<file path="src/design/ssca_pkg.sv">
package ssca_pkg;

  localparam int unsigned DEF_CACHE_ENTRIES = 32;
  // program index is the low bits of the id; count kept a power of two
  localparam int unsigned SHADER_COUNT      = 64;
  localparam int unsigned SLOT_CAPACITY     = 136;

  localparam int unsigned ID_W     = 32;
  localparam int unsigned SIZE_W   = 8;
  localparam int unsigned CB_W     = 6;
  localparam int unsigned ADDR_W   = 8;
  localparam int unsigned USED_W   = 9;
  localparam int unsigned IDX_W    = $clog2(SHADER_COUNT);
  localparam int unsigned CUSTOM_BIT = 31;

  localparam logic [ID_W-1:0] RESET_ID = 32'h7fff_ffff;

  localparam int unsigned QUEUE_DEPTH = 2;

  typedef enum logic [1:0] {
    CMD_KEEP,
    CMD_FIXED,
    CMD_CUSTOM
  } ssca_cmd_e;

  typedef struct packed {
    ssca_cmd_e          op;
    logic [IDX_W-1:0]   idx;
    logic [SIZE_W-1:0]  size;
    logic [CB_W-1:0]    cb;
  } ssca_cmd_t;

  typedef struct packed {
    logic full;
    logic empty;
  } ssca_q_stat_t;

  typedef struct packed {
    logic [IDX_W-1:0]  idx;
    logic [ADDR_W-1:0] addr;
  } ssca_entry_t;

  typedef struct packed {
    logic              changed;
    logic              fixed_mode;
    logic              loaded_new;
    logic              flushed;
    logic [ADDR_W-1:0] slot_addr;
    logic              run_callback;
  } ssca_rsp_t;

  typedef enum logic [1:0] {
    B_IDLE,
    B_SEARCH,
    B_DONE
  } ssca_back_e;

endpackage

</file>
<file path="src/design/ssca_if.sv">
interface ssca_req_if import ssca_pkg::*; ();
  logic              valid;
  logic              ready;
  logic [ID_W-1:0]   shader_id;
  logic [SIZE_W-1:0] shader_size;
  logic [CB_W-1:0]   callback_id;

  modport source (output valid, output shader_id, output shader_size, output callback_id,
                  input ready);
  modport sink   (input valid, input shader_id, input shader_size, input callback_id,
                  output ready);
endinterface

interface ssca_rsp_if import ssca_pkg::*; ();
  logic              valid;
  logic              ready;
  logic              changed;
  logic              fixed_mode;
  logic              loaded_new;
  logic              flushed;
  logic [ADDR_W-1:0] slot_addr;
  logic              run_callback;

  modport source (output valid, output changed, output fixed_mode, output loaded_new,
                  output flushed, output slot_addr, output run_callback, input ready);
  modport sink   (input valid, input changed, input fixed_mode, input loaded_new,
                  input flushed, input slot_addr, input run_callback, output ready);
endinterface

</file>
<file path="src/design/ssca_queue.sv">
module ssca_queue import ssca_pkg::*; (
  input  logic         clk_i,
  input  logic         rst_ni,
  input  logic         push_i,
  input  ssca_cmd_t    cmd_i,
  input  logic         pop_i,
  output ssca_cmd_t    cmd_o,
  output ssca_q_stat_t q_stat_o
);

  localparam int unsigned PTR_W = $clog2(QUEUE_DEPTH);
  localparam int unsigned CNT_W = $clog2(QUEUE_DEPTH + 1);

  ssca_cmd_t        mem_q [QUEUE_DEPTH];
  logic [PTR_W-1:0] wr_ptr_q, wr_ptr_d;
  logic [PTR_W-1:0] rd_ptr_q, rd_ptr_d;
  logic [CNT_W-1:0] cnt_q, cnt_d;

  function automatic logic [PTR_W-1:0] ptr_inc(logic [PTR_W-1:0] p);
    ptr_inc = (p == PTR_W'(QUEUE_DEPTH - 1)) ? '0 : p + PTR_W'(1);
  endfunction

  assign q_stat_o.full  = (cnt_q == CNT_W'(QUEUE_DEPTH));
  assign q_stat_o.empty = (cnt_q == '0);
  assign cmd_o          = mem_q[rd_ptr_q];

  always_comb begin
    wr_ptr_d = push_i ? ptr_inc(wr_ptr_q) : wr_ptr_q;
    rd_ptr_d = pop_i ? ptr_inc(rd_ptr_q) : rd_ptr_q;
    cnt_d    = cnt_q;
    if (push_i && !pop_i) begin
      cnt_d = cnt_q + CNT_W'(1);
    end else if (pop_i && !push_i) begin
      cnt_d = cnt_q - CNT_W'(1);
    end
  end

  always_ff @(posedge clk_i or negedge rst_ni) begin
    if (!rst_ni) begin
      wr_ptr_q <= '0;
      rd_ptr_q <= '0;
      cnt_q    <= '0;
    end else begin
      wr_ptr_q <= wr_ptr_d;
      rd_ptr_q <= rd_ptr_d;
      cnt_q    <= cnt_d;
    end
  end

  always_ff @(posedge clk_i) begin
    if (push_i) begin
      mem_q[wr_ptr_q] <= cmd_i;
    end
  end

endmodule

</file>
<file path="src/design/ssca_front.sv">
module ssca_front import ssca_pkg::*; (
  input  logic         clk_i,
  input  logic         rst_ni,
  ssca_req_if.sink     req_i,
  input  ssca_q_stat_t q_stat_i,
  output logic         push_o,
  output ssca_cmd_t    cmd_o
);

  logic [ID_W-1:0] active_id_q, active_id_d;

  assign req_i.ready = !q_stat_i.full;
  assign push_o      = req_i.valid && !q_stat_i.full;

  always_comb begin
    cmd_o.idx   = req_i.shader_id[IDX_W-1:0];
    cmd_o.size  = req_i.shader_size;
    cmd_o.cb    = req_i.callback_id;
    active_id_d = push_o ? req_i.shader_id : active_id_q;
    // a repeat of the active id wins over the custom bit
    if (req_i.shader_id == active_id_q) begin
      cmd_o.op = CMD_KEEP;
    end else if (req_i.shader_id[CUSTOM_BIT]) begin
      cmd_o.op = CMD_CUSTOM;
    end else begin
      cmd_o.op = CMD_FIXED;
    end
  end

  always_ff @(posedge clk_i or negedge rst_ni) begin
    if (!rst_ni) begin
      active_id_q <= RESET_ID;
    end else begin
      active_id_q <= active_id_d;
    end
  end

endmodule

</file>
<file path="src/design/ssca_back.sv">
module ssca_back import ssca_pkg::*; #(
  parameter int unsigned CACHE_ENTRIES = DEF_CACHE_ENTRIES
) (
  input  logic         clk_i,
  input  logic         rst_ni,
  input  ssca_q_stat_t q_stat_i,
  input  ssca_cmd_t    cmd_i,
  output logic         pop_o,
  ssca_rsp_if.source   rsp_o
);

  localparam int unsigned AW = $clog2(CACHE_ENTRIES);
  localparam int unsigned CW = $clog2(CACHE_ENTRIES + 1);
  localparam int unsigned SUM_W = USED_W + 1;

  ssca_entry_t       mem [CACHE_ENTRIES];
  ssca_entry_t       rdata_q;
  logic [AW-1:0]     rd_addr, wr_addr;
  logic              wr_en;
  ssca_entry_t       wr_data;

  ssca_back_e        state_q, state_d;
  ssca_cmd_t         cmd_q, cmd_d;
  logic [CW-1:0]     s_q, s_d;
  logic              rd_vld_q, rd_vld_d;
  logic [CW-1:0]     count_q, count_d;
  logic [USED_W-1:0] used_q, used_d;
  logic [CB_W-1:0]   cb_q, cb_d;
  logic              fixed_q, fixed_d;
  logic [ADDR_W-1:0] addr_q, addr_d;
  ssca_rsp_t         res_q, res_d;
  logic              out_vld_q, out_vld_d;
  ssca_rsp_t         out_q, out_d;

  logic              issue, hit, run_cb, flush;
  logic [CW-1:0]     base_cnt;
  logic [USED_W-1:0] base_used;

  assign rsp_o.valid        = out_vld_q;
  assign rsp_o.changed      = out_q.changed;
  assign rsp_o.fixed_mode   = out_q.fixed_mode;
  assign rsp_o.loaded_new   = out_q.loaded_new;
  assign rsp_o.flushed      = out_q.flushed;
  assign rsp_o.slot_addr    = out_q.slot_addr;
  assign rsp_o.run_callback = out_q.run_callback;

  // entry scan: one read per cycle, compare on the registered word
  assign issue   = (s_q < count_q);
  assign rd_addr = s_q[AW-1:0];
  assign hit     = rd_vld_q && (rdata_q.idx == cmd_q.idx);
  assign run_cb  = (cmd_q.cb != '0) && (cmd_q.cb != cb_q);
  assign flush   = (({{(SUM_W-SIZE_W){1'b0}}, cmd_q.size} + {1'b0, used_q})
                    >= SUM_W'(SLOT_CAPACITY)) || (count_q == CW'(CACHE_ENTRIES));
  assign base_cnt  = flush ? '0 : count_q;
  assign base_used = flush ? '0 : used_q;

  always_comb begin
    state_d   = state_q;
    cmd_d     = cmd_q;
    s_d       = s_q;
    rd_vld_d  = 1'b0;
    count_d   = count_q;
    used_d    = used_q;
    cb_d      = cb_q;
    fixed_d   = fixed_q;
    addr_d    = addr_q;
    res_d     = res_q;
    out_d     = out_q;
    out_vld_d = out_vld_q && !rsp_o.ready;
    pop_o     = 1'b0;
    wr_en     = 1'b0;
    wr_addr   = base_cnt[AW-1:0];
    wr_data   = '{idx: cmd_q.idx, addr: base_used[ADDR_W-1:0]};

    unique case (state_q)
      B_IDLE: begin
        if (!q_stat_i.empty) begin
          pop_o = 1'b1;
          cmd_d = cmd_i;
          unique case (cmd_i.op)
            CMD_KEEP: begin
              res_d   = '{changed: 1'b0, fixed_mode: fixed_q, loaded_new: 1'b0,
                          flushed: 1'b0, slot_addr: addr_q, run_callback: 1'b0};
              state_d = B_DONE;
            end
            CMD_FIXED: begin
              fixed_d = 1'b1;
              count_d = '0;
              used_d  = '0;
              cb_d    = '0;
              addr_d  = '0;
              res_d   = '{changed: 1'b1, fixed_mode: 1'b1, loaded_new: 1'b0,
                          flushed: 1'b1, slot_addr: '0, run_callback: 1'b0};
              state_d = B_DONE;
            end
            CMD_CUSTOM: begin
              fixed_d = 1'b0;
              s_d     = '0;
              state_d = B_SEARCH;
            end
            default: begin
              state_d = B_IDLE;
            end
          endcase
        end
      end
      B_SEARCH: begin
        rd_vld_d = issue;
        if (issue) begin
          s_d = s_q + CW'(1);
        end
        if (hit || !issue) begin
          if (hit) begin
            addr_d = rdata_q.addr;
          end else begin
            // miss: append at the used offset, emptying the cache first if needed
            wr_en   = 1'b1;
            count_d = base_cnt + CW'(1);
            used_d  = base_used + {{(USED_W-SIZE_W){1'b0}}, cmd_q.size};
            addr_d  = base_used[ADDR_W-1:0];
          end
          if (run_cb) begin
            cb_d = cmd_q.cb;
          end
          res_d   = '{changed: 1'b1, fixed_mode: 1'b0, loaded_new: !hit,
                      flushed: !hit && flush, slot_addr: addr_d, run_callback: run_cb};
          state_d = B_DONE;
        end
      end
      B_DONE: begin
        if (!out_vld_q || rsp_o.ready) begin
          out_d     = res_q;
          out_vld_d = 1'b1;
          state_d   = B_IDLE;
        end
      end
      default: begin
        state_d = B_IDLE;
      end
    endcase
  end

  always_ff @(posedge clk_i or negedge rst_ni) begin
    if (!rst_ni) begin
      state_q   <= B_IDLE;
      rd_vld_q  <= 1'b0;
      count_q   <= '0;
      used_q    <= '0;
      cb_q      <= '0;
      fixed_q   <= 1'b1;
      addr_q    <= '0;
      out_vld_q <= 1'b0;
    end else begin
      state_q   <= state_d;
      rd_vld_q  <= rd_vld_d;
      count_q   <= count_d;
      used_q    <= used_d;
      cb_q      <= cb_d;
      fixed_q   <= fixed_d;
      addr_q    <= addr_d;
      out_vld_q <= out_vld_d;
    end
  end

  always_ff @(posedge clk_i) begin
    cmd_q <= cmd_d;
    s_q   <= s_d;
    res_q <= res_d;
    out_q <= out_d;
  end

  always_ff @(posedge clk_i) begin
    if (wr_en) begin
      mem[wr_addr] <= wr_data;
    end
    rdata_q <= mem[rd_addr];
  end

endmodule

</file>
<file path="src/design/shader_slot_cache_activator_top.sv">
// shader slot cache activator
// req_i (sink): one shader activation request per valid/ready handshake, carrying
//   shader_id (bit 31 marks a custom program), shader_size and callback_id.
// rsp_o (source): exactly one result per request, in request order, with changed,
//   fixed_mode, loaded_new, flushed, slot_addr and run_callback.
// the front stage tracks the active id and classifies each request as unchanged,
//   fixed-function or custom; a two-entry command queue sits between it and the
//   back stage, so requests keep being taken while the back stage works or a
//   result waits in the output register.
// search: a custom request is resolved by scanning the entry memory one read per
//   cycle over the valid entries, bounded by that single read port; unchanged and
//   fixed-function requests skip the scan. The back stage pops the next command
//   only after the last result has been moved into the output register
// reset: the active id is 0x7fffffff, fixed mode is on, the cache is empty and the
//   active address and callback are zero; entry contents are left as they are
// stall: while rsp_o.ready is low the result holds in the output register, the
//   back stage parks with its next result and the queue fills; req_i.ready
//   drops once the queue is full
module shader_slot_cache_activator_top import ssca_pkg::*; #(
  parameter int unsigned CACHE_ENTRIES = DEF_CACHE_ENTRIES
) (
  input  logic       clk_i,
  input  logic       rst_ni,
  ssca_req_if.sink   req_i,
  ssca_rsp_if.source rsp_o
);

  // front to queue
  logic         push;
  ssca_cmd_t    push_cmd;
  // queue to back
  logic         pop;
  ssca_cmd_t    pop_cmd;
  ssca_q_stat_t q_stat;

  // front: active id tracking and request classification
  ssca_front u_front (
    .clk_i    (clk_i),
    .rst_ni   (rst_ni),
    .req_i    (req_i),
    .q_stat_i (q_stat),
    .push_o   (push),
    .cmd_o    (push_cmd)
  );

  // decoupling queue of classified commands
  ssca_queue u_queue (
    .clk_i    (clk_i),
    .rst_ni   (rst_ni),
    .push_i   (push),
    .cmd_i    (push_cmd),
    .pop_i    (pop),
    .cmd_o    (pop_cmd),
    .q_stat_o (q_stat)
  );

  // back: cache search, load, flush and result register
  ssca_back #(
    .CACHE_ENTRIES (CACHE_ENTRIES)
  ) u_back (
    .clk_i    (clk_i),
    .rst_ni   (rst_ni),
    .q_stat_i (q_stat),
    .cmd_i    (pop_cmd),
    .pop_o    (pop),
    .rsp_o    (rsp_o)
  );

endmodule

</file>
<file path="src/flat_wrapper.sv">
// flat-port wrapper written by rule: the top's interface ports become plain ports
module shader_slot_cache_activator_top_flat import ssca_pkg::*;
#(
  parameter int unsigned CACHE_ENTRIES = DEF_CACHE_ENTRIES
)
  (clk_i, rst_ni, req_i_valid, req_i_shader_id, req_i_shader_size, req_i_callback_id, req_i_ready, rsp_o_valid, rsp_o_changed, rsp_o_fixed_mode, rsp_o_loaded_new, rsp_o_flushed, rsp_o_slot_addr, rsp_o_run_callback, rsp_o_ready);
  ssca_req_if req_i_i ();
  ssca_rsp_if rsp_o_i ();
  input  logic clk_i;
  input  logic rst_ni;
  input wire logic [$bits(req_i_i.valid)-1:0] req_i_valid;
  input wire logic [$bits(req_i_i.shader_id)-1:0] req_i_shader_id;
  input wire logic [$bits(req_i_i.shader_size)-1:0] req_i_shader_size;
  input wire logic [$bits(req_i_i.callback_id)-1:0] req_i_callback_id;
  output wire logic [$bits(req_i_i.ready)-1:0] req_i_ready;
  output wire logic [$bits(rsp_o_i.valid)-1:0] rsp_o_valid;
  output wire logic [$bits(rsp_o_i.changed)-1:0] rsp_o_changed;
  output wire logic [$bits(rsp_o_i.fixed_mode)-1:0] rsp_o_fixed_mode;
  output wire logic [$bits(rsp_o_i.loaded_new)-1:0] rsp_o_loaded_new;
  output wire logic [$bits(rsp_o_i.flushed)-1:0] rsp_o_flushed;
  output wire logic [$bits(rsp_o_i.slot_addr)-1:0] rsp_o_slot_addr;
  output wire logic [$bits(rsp_o_i.run_callback)-1:0] rsp_o_run_callback;
  input wire logic [$bits(rsp_o_i.ready)-1:0] rsp_o_ready;
  assign req_i_i.valid = req_i_valid;
  assign req_i_i.shader_id = req_i_shader_id;
  assign req_i_i.shader_size = req_i_shader_size;
  assign req_i_i.callback_id = req_i_callback_id;
  assign req_i_ready = req_i_i.ready;
  assign rsp_o_valid = rsp_o_i.valid;
  assign rsp_o_changed = rsp_o_i.changed;
  assign rsp_o_fixed_mode = rsp_o_i.fixed_mode;
  assign rsp_o_loaded_new = rsp_o_i.loaded_new;
  assign rsp_o_flushed = rsp_o_i.flushed;
  assign rsp_o_slot_addr = rsp_o_i.slot_addr;
  assign rsp_o_run_callback = rsp_o_i.run_callback;
  assign rsp_o_i.ready = rsp_o_ready;
  shader_slot_cache_activator_top #(.CACHE_ENTRIES(CACHE_ENTRIES)) u_core (.clk_i(clk_i), .rst_ni(rst_ni), .req_i(req_i_i), .rsp_o(rsp_o_i));
endmodule
</file>
<file path="config.mk">
export PLATFORM = sky130hd
export DESIGN_NAME = shader_slot_cache_activator_top_flat
export DESIGN_NICKNAME = d
export VERILOG_FILES = /design/src/design/ssca_pkg.sv /design/src/design/ssca_if.sv /design/src/design/ssca_queue.sv /design/src/design/ssca_front.sv /design/src/design/ssca_back.sv /design/src/design/shader_slot_cache_activator_top.sv /design/src/flat_wrapper.sv
export SDC_FILE = /design/constraint.sdc
export NUM_CORES = 1
export LEC_CHECK = 0
export BUFFER_PORTS_ARGS = -buffer_cell sky130_fd_sc_hd__buf_2
export CAP_MARGIN = 20
export CORE_MARGIN = 3
export CORE_UTILIZATION = 49
export CTS_CLUSTER_SIZE = 40
export DETAILED_ROUTE_END_ITERATION = 12
export MAX_ROUTING_LAYER = met4
export PLACE_DENSITY = 0.71
export SLEW_MARGIN = 30
export SYNTH_ARGS = -nofsm -noshare
export SYNTH_HDL_FRONTEND = slang
export SYNTH_SLANG_ARGS = --single-unit
</file>
<file path="constraint.sdc">
create_clock -name clk_i -period 7.47 [get_ports clk_i]
set_clock_uncertainty 0.05 [all_clocks]
set_input_delay 0.747 -clock clk_i [delete_from_list [all_inputs] [get_ports clk_i]]
set_output_delay 0.747 -clock clk_i [all_outputs]
set_load 0.05 [all_outputs]
</file>
==> results.md <==
Setup path:
- The worst flop-to-flop path startpoint is u_core.u_back.used_q[0].
- The worst setup path is launched from a register.
- The setup path with the least slack is of type register to register.
- The dominant delay contributor by cell family on the critical path is compound AO/OA/AOI/OAI gates.
- The cell repeated most along the worst path is ha_1.
- The worst setup path startpoint is u_core.u_back.used_q[0].
- STA puts the critical path data required time at a little under 8000 ps.
- The count of buffer and inverter cells on the critical path is 2.
- Setup slack on the worst reg-to-reg path comes out at roughly 2500 ps.
- Walking the worst path, the cells encountered are ha_1 > inv_1 > fa_1 > nand3b_1 > a21boi_0 > o211ai_1 > a221o_1 > a221oi_4 > buf_4 > and2_2 > ha_1 > a21o_1 > a21oi_1 > nor2b_1 > o21a_1 > o41ai_1 > xnor2_1 > a22o_1.
- The maximum net fanout on the critical path is 34.
- At the worst endpoint, the arrival time is between 5000 and 6000 ps.
- The cell depth of the worst flop-to-flop path is 18.
- The largest individual stage delay along the critical path comes from the cell and2_2.
- The delay of the slowest cell on the worst path is 580 ps.
- The endpoint of the worst-slack reg-to-reg timing path is u_core.u_back.used_q[7].
- The endpoint class of the critical path is a register.

Route:
- The first TritonRoute pass finished after 5 iterations.
- The routed layout has 12200 vias.
- The via density per instance is between 5 and 6.
- In the routed design, unresolved DRC markers number 0.
- The number of DRC violations after detailed-routing iteration 0 is around 1200.
- In the final routed layout, each cell accounts on average for roughly 25 um.
- The final antenna-violating net count is 0.
- The total detailed-routing wirelength is 51.7 mm.

Final layout:
- Compared with the post-synthesis result, the final layout area differs by 13.4%.
- In the final layout, the multi-input gates occupy about 0.0064 mm^2.
- The area taken by flip-flops and latches is about 0.018 mm^2.
- The post-route netlist has 32.2% of its cells at a drive strength greater than 1.
- After the last flow step, the layout net total stands at between 1000 and 1500.
- Fill cells in the final layout number roughly 3800.

Timing:
- Static timing analysis puts the maximum clock frequency at ~0.20 GHz.
- The count of final max-slew check failures is 0.
- The period utilization is 66.8%.
- The final count of negative-setup-slack endpoints is 0.
- The final period demand of the worst path is between 4000 and 5000 ps.
- The worst pin sits at a relative slew slack of between 30% and 40%.
- The final number of hold-violating endpoints is 0.
- Setup repair after global routing left no endpoint under its margin.
- After routing, the total negative slack on setup checks comes to 0 ps.
- At the pin with the least slew margin, the transition time is about 970 ps.

Clocking:
- The tree built by TritonCTS fans out to approximately 630 sinks.
- In this run the post-CTS setup repair buffer count came out at 0.
- The number of buffers created by CTS is between 50 and 60.
- The longest clock path from root to sink contains 3 buffers.
- The library cell used as clock root buffer is clkbuf_16.
- Clock-pin slew was measured on the worst setup and hold paths at roughly 60 ps.
- At the later pin of the worst-skew pair, clock insertion delay measures slightly above 600 ps.
- In this run, post-CTS repair resized a total of 0 instances.
- The clock tree synthesis step divided the H-tree into 2 levels.
- The number of hold-repair buffers added at the cts stage is 0.
- The clock tree from TritonCTS is built.

Pwr:
- The post-route total power is ~0.011 W.
- The leakage power is about 9.6 nW.
- IR analysis of the VDD net gives a maximum drop of around 280 uV.
- The power per cell area is ~370 mW/mm^2.

Yosys:
- The register area share after synthesis is about 74%.
- The portion of synthesized cell area occupied by the leading cell type is 65.3%.
- The mean instance size in the synthesized netlist is around 20 um^2.
- By area the synthesized netlist is led by edfxtp_1 (65%), mux4_2 (13%), dfrtp_1 (3.8%).
- The number of instances in the synthesized netlist is ~1300.
- Synthesis instantiated between 50 and 60 different standard cells from the library.
- The net count after synthesis is between 1000 and 1500.
- The area of the mapped netlist is about 0.025 mm^2.
- The number of synthesized register bits is ~630.
- Summed over all instances, the cell type with the most area after synthesis is edfxtp_1.
- The Yosys step of the flow raised 0 warnings.
- The share of flip-flops with an asynchronous set or reset after synthesis is 11.1%.
- In this run, synthesis inferred 544 flip-flops with an integrated enable.
- The most instantiated flip-flop cell in the synthesis netlist is edfxtp_1.

Global route:
- The overall track demand over capacity in global routing is a little over 20%.
- The first-pass GRT wire length is 78.4 mm.
- Entering global routing, the biggest net connects about 70 pins.
- The remaining global-route overflow is 0.
- The via count of the first global-routing pass is approximately 13000.
- The number of antenna violations at the first check in global routing came to 2.

Floorplan:
- In this run the count of I/O pins placed on the die edge is 65.
- The die boundary height is between 200 and 250 um.
- The floorplan die width is between 200 and 250 um.
- In this run the core area contains 82 standard-cell rows.
- The initial utilization of the core area, before any placement, comes to roughly half.
- The placeable core region is about 0.05 mm^2.
- The die covers about 0.054 mm^2.

Place:
- The placer's final routability congestion estimate is 0.814.
- The count of buffers inserted at the top-level ports is between 60 and 70.
- The HPWL after detailed placement is around 30 mm.

Run status:
- The flow ran to the end, and the final reports show no timing, DRC or antenna violations.

Flow run:
- The number of violations of the max-capacitance limit is 0.

Worst hold path:
- The path class of the tightest hold or removal check is primary input to async pin.
==> metal layers <==
metal | wire, um | vias to the layer above | track usage (%)
met2 | 25000 | 442 | 31.6
met5 | 0 | - | -
met4 | 1640 | 0 | 6.95
li1 | - | 5341 | -
met1 | 21500 | 6305 | 27.3
met3 | 3640 | 100 | 3.69
==> synth_stat cells, types with 3 or more instances <==
library cell / number
edfxtp_1: 544
mux4_2: 140
mux2_2: 66
nor2_1: 55
xor2_1: 46
dfrtp_1: 38
dfstp_2: 32
clkbuf_1: 31
ha_1: 30
nand2_1: 30
nand3_1: 26
inv_1: 23
a22oi_1: 16
and2_1: 15
dfxtp_1: 14
xnor2_1: 14
o21ai_0: 13
buf_1: 12
a21oi_1: 11
buf_2: 10
nor4_1: 10
a22o_1: 9
o21ai_1: 8
nor2b_1: 7
nor3_1: 7
nand2b_1: 6
o31ai_1: 6
and3_1: 4
nand4_1: 4
o21a_1: 4
a21o_1: 3
a31oi_1: 3
o21bai_1: 3
o22ai_1: 3
==> report_power, final <==
part / switching, W / internal [W] / total [W]
registers: 0.000239 / 0.00459 / 0.00482
clock network: 0.00126 / 0.00172 / 0.00298
logic: 0.00162 / 0.00118 / 0.00280
total: 0.00312 / 0.00748 / 0.0106
==> registers in the layout, indices dropped and copies added (netlist names), 2 cells and up <==
register                       cells
u_core.u_back.mem                448
u_core.u_queue.mem_q              44
u_core.u_front.active_id_q        32
u_core.u_back.cmd_q               20
u_core.u_back.rdata_q             14
u_core.u_back.res_q               13
u_core.u_back.used_q               9
u_core.u_back.addr_q               8
u_core.u_back.rsp_o.slot_addr      8
u_core.u_back.cb_q                 6
u_core.u_back.count_q              6
u_core.u_back.s_q                  6
u_core.u_back.state_q              2
u_core.u_queue.cnt_q               2
==> cell families (layout without fill, tap and decap cells) <==
kind of cell               Yosys count  in the layout  share of synthesized area, %
AOI/OAI and AO/OA                   90             90                          2.51
buffers and inverters               76            247                          1.19
other                                0              1                             0
xor gates and xnor gates            60             60                          2.10
adders and majority gates           32             32                          1.66
DFF                                628            628                          73.6
and+or+nand+nor                    171            171                          3.30
muxes                              208            208                          15.7
==> layout make-up <==
class,count,share of cell area (%)
Sequential cell,628,64.9
Clock buffer,79,5.65
Clock inverter,33,1.22
Inverter,23,0.304
Timing Repair Buffer,112,2.55
Tap cell,672,2.96
Multi-Input combinational cell,561,22.4
Antenna cell,1,0.00882
==> layout by cell type, fill, tap and decap left out, types with 7 or more instances in the layout <==
cell,instances
clkbuf_1,16
o21ai_0,12
clkbuf_16,60
nand3_1,26
clkinv_2,11
a21oi_1,11
and2_2,8
xor2_1,46
edfxtp_1,544
dfxtp_1,14
a22oi_1,16
dfstp_2,32
o21ai_1,8
dfrtp_1,37
nor4_1,9
nor2_1,53
a22o_1,9
buf_2,63
and2_1,7
xnor2_1,14
nand2_1,30
mux2_2,66
buf_4,45
nor2b_1,7
inv_1,23
ha_1,30
mux4_2,140
==> stage by stage <==
stage               hold WS (ps)  worst slack (ps)  instance area [um^2]  cells  util [%]
finish                       113              2480                 28400   2109      56.4
global route                 123              2160                 28400   2109      56.4
CTS                          238              2100                 28300   2107      56.4
detailed placement           360              2200                 26400   1995      52.5
global placement             351              2430                 26300   1994      52.4
floorplan                    350              2870                 25000   1265         -
==> how the worst max path moves through the flow <==
stage                                   end  slack (ps)  cells after the start
finish              u_core.u_back.used_q[7]        2480                     18
CTS                 u_core.u_back.used_q[7]        2100                     18
floorplan           u_core.u_back.used_q[7]        2870                     18
detailed placement  u_core.u_back.used_q[7]        2200                     18
global route        u_core.u_back.used_q[7]        2160                     18
global placement    u_core.u_back.used_q[7]        2430                     18
(Power assumes the default switching activity.)
